`src/rtl/cia_queue.sv`:
```
// Small register FIFO that decouples the front end from the execution pipeline.
`default_nettype none
module cia_queue #(
    parameter int WIDTH = 8,
    parameter int DEPTH = 2
) (
    input  wire logic             clk,
    input  wire logic             rst_n,
    input  wire logic             wr_valid,
    output logic                  wr_ready,
    input  wire logic [WIDTH-1:0] wr_data,
    output logic                  rd_valid,
    input  wire logic             rd_ready,
    output logic [WIDTH-1:0]      rd_data
);
    localparam int PW = $clog2(DEPTH);
    localparam int CW = $clog2(DEPTH + 1);
    localparam logic [PW-1:0] LAST = PW'(DEPTH - 1);
    localparam logic [CW-1:0] FULL = CW'(DEPTH);

    logic [WIDTH-1:0] entry_reg [DEPTH];
    logic [PW-1:0]    wptr_reg;
    logic [PW-1:0]    rptr_reg;
    logic [CW-1:0]    count_reg;
    logic             push;
    logic             pop;

    assign wr_ready = (count_reg != FULL);
    assign rd_valid = (count_reg != '0);
    assign rd_data  = entry_reg[rptr_reg];
    assign push = wr_valid && wr_ready;
    assign pop  = rd_valid && rd_ready;

    always_ff @(posedge clk)
    begin
        if (push) entry_reg[wptr_reg] <= wr_data;
    end

    always_ff @(posedge clk or negedge rst_n)
    begin
        if (!rst_n)
        begin
            wptr_reg  <= '0;
            rptr_reg  <= '0;
            count_reg <= '0;
        end
        else
        begin
            if (push) wptr_reg <= (wptr_reg == LAST) ? '0 : wptr_reg + 1'b1;
            if (pop)  rptr_reg <= (rptr_reg == LAST) ? '0 : rptr_reg + 1'b1;
            if (push && !pop)      count_reg <= count_reg + 1'b1;
            else if (pop && !push) count_reg <= count_reg - 1'b1;
        end
    end
endmodule
`default_nettype wire

```
`config.mk`:
```
export PLATFORM = sky130hd
export DESIGN_NAME = cia_queue
export DESIGN_NICKNAME = d
export VERILOG_FILES = /design/src/rtl/cia_queue.sv
export SDC_FILE = /design/constraint.sdc
export NUM_CORES = 1
export LEC_CHECK = 0
export ABC_AREA = 1
export BUFFER_PORTS_ARGS = -buffer_cell sky130_fd_sc_hd__buf_2
export CAP_MARGIN = 20
export CORE_MARGIN = 10
export CORE_UTILIZATION = 53
export DETAILED_ROUTE_END_ITERATION = 7
export MAX_ROUTING_LAYER = met4
export PLACE_DENSITY = 0.89
export SLEW_MARGIN = 20
export SYNTH_ARGS = -nofsm -noshare
export SYNTH_HDL_FRONTEND = slang
export SYNTH_SLANG_ARGS = --single-unit
```
`constraint.sdc`:
```
create_clock -name clk -period 2.6 [get_ports clk]
set_input_delay 0.13 -clock clk [delete_from_list [all_inputs] [get_ports clk]]
set_output_delay 0.13 -clock clk [all_outputs]
set_load 0.05 [all_outputs]
```
==> metrics <==
status=finished clean; CP endpoint kind=output pin; period utilisation layout=0.603; RR Endpoint=entry_reg[0][6]; fillers=99; Nets=115; remaining antenna violation count=0; top cell type by total area after synthesis=edfxtp_1; total global routing overflow=0; vias per cell=slightly above 5; I/O pin count=22; synthesized flop and latch total=20; Slew Viols, Final=0; Worst slew margin=0.543; crit start category=flip-flop; via count=593; Max FO, Critical Path=10; RD Place Congestion=roughly 0.82; die width=59.5 um; worst path bufs/invs=2; vias in the first global route=662; Clock transition at path regs=~100 ps; Final Skew=3.44 ps; Hold Path Class=in2reg; cts bufs inserted=3; area grow syn2layout=28.6%; Post-Route WL=roughly 1800 um; crit path to=rd_data[3]; max FFs per register=16; Root Buffer=clkbuf_4; Placed Area=around 940 um2; cell mode on critical path=nand2_1; Net Count, Synth=83; hpwl dp=1230 um; r2r startpoint=count_reg[0]; crit path from=rptr_reg; cell family with most CP delay=flip-flops; R2R Setup Slk=1060 ps; per-cell routed wire length=between 15 and 20 um; clock sink count=20; ant diodes=0; core area=1490 um2; Yosys warning count=0; kind of critical path=reg2out; Die Span Y=59.5 um; Critical Path Slowest Stage Cell=dfrtp_1; Detailed Route Iter0 Violations=28; die area=3540 um2; Max Clock Freq=638 MHz; crit path cell chain=inv_2 -> nand2_1 -> nand2_1 -> buf_2; Sum Neg Setup Slack=0 ps; Max Root-Sink Buffers=2; Synth top area share=0.581; Distinct cells, synth=14; Mean Syn Cell Area=11.8 um2; max_cap viols=0; Worst EP arrival=1440 ps; Port Buffer Count=21; global-route wire length before repair=2790 um; TritonCTS clock tree=yes; mapped cell area=827 um2; Seq/Total Area, Yosys=0.702; Cell Pwr Density=1360 nW/um2; total power=between 1000 and 1500 uW; RSZ-0062 raised after global routing=false; Worst path depth=4; Post-route DRC=0; TritonRoute pass-1 iters=4; Total GRT Usage=0.109; fraction of layout cells with a size suffix above 1=0.327; Crit path largest cell delay=~520 ps; final hold vios=0; P_leak=0.000500 uW; final instance area=about 1100 um2; post-cts sizing count=0; Initial Util=0.555; Synth area leaders=edfxtp_1 (58%), nand2_1 (14%), dfrtp_1 (12%); setup-violating endpoint count in the final report=0; largest net degree at the start of global routing=13; most common cell after layout, fill and taps aside=nand2_1; initial antenna violation count=0; gate count of the mapped netlist=70; Slew @ Worst Pin=683 ps; most frequent cells in the layout=nand2_1 (30), buf_2 (21), edfxtp_1 (16); required time of the critical path=2470 ps; worst skew pair latency=310 ps; FP Rows=14; VDD IR max=746 uV; R2R depth=4; min cycle time layout=1570 ps; Clock H-tree levels=1
per-stage QoR:
step           setup WS [ps]  hold WS [ps]  utilization  cells
3_3_place_gp            1170         -60.1        0.632    106
2_1_floorplan           1170          -166            -     70
3_5_place_dp            1090         -60.4        0.632    106
5_1_grt                  896        -0.589        0.714    117
6_report                1030          9.27        0.714    117
4_1_cts                 1030         0.114        0.681    112
worst min-delay path by stage:
stage,from,end,slack [ps],cells after the start
2_1_floorplan,rst_n,count_reg[0],-170,0
3_3_place_gp,rst_n,count_reg[0],-60,1
3_5_place_dp,rst_n,count_reg[1],-60,1
4_1_cts,wr_data[7],entry_reg[1][7],0.1,1
5_1_grt,wr_data[6],entry_reg[1][6],-0.6,1
6_report,wr_data[5],entry_reg[0][5],9,1
cells in the mapped netlist:
| cell | number |
|---|---|
| nand2_4 | 2 |
| xnor2_1 | 1 |
| ha_1 | 1 |
| inv_2 | 3 |
| nand2_2 | 2 |
| inv_1 | 4 |
| buf_6 | 1 |
| edfxtp_1 | 16 |
| nor2_1 | 2 |
| nand3_1 | 2 |
| xor2_2 | 1 |
| nand2_1 | 30 |
| nand4_1 | 1 |
| dfrtp_1 | 4 |
layout make-up:
type	count	area, um2	area share
flip-flops and latches	20	581	0.546
clock buffers	3	22.5	0.0212
well taps	16	20.0	0.0188
repair buffers	28	175	0.165
clock inverters	1	30.0	0.0282
multi-input cells	42	209	0.196
inverters	7	26.3	0.0247
routing by layer:
metal	vias up	track usage	part of all wire
met2	24	0.186	0.55
li1	284	-	-
met5	-	-	0
met4	0	0.0769	0.029
met1	277	0.0967	0.35
met3	8	0.0408	0.070
cells by family (layout without fill, tap and decap cells):
logic type | after synthesis | count (layout) | share of synthesized area
and+or+nand+nor | 39 | 39 | 0.207
xor gates and xnor gates | 2 | 2 | 0.0303
adders and majority gates | 1 | 1 | 0.0151
DFF | 20 | 20 | 0.702
buffers and inverters | 8 | 39 | 0.0454
power breakdown:
part / internal [uW] / switching, uW
Sequential: 447 / 63.2
Clock: 156 / 94.2
Combinational: 161 / 525
repair_timing:
item | CTS | global route
endpoints found under the hold margin | 6 | 10
buffers inserted | 0 | 0
hold buffers | 2 | 5
(Power assumes the default switching activity.)
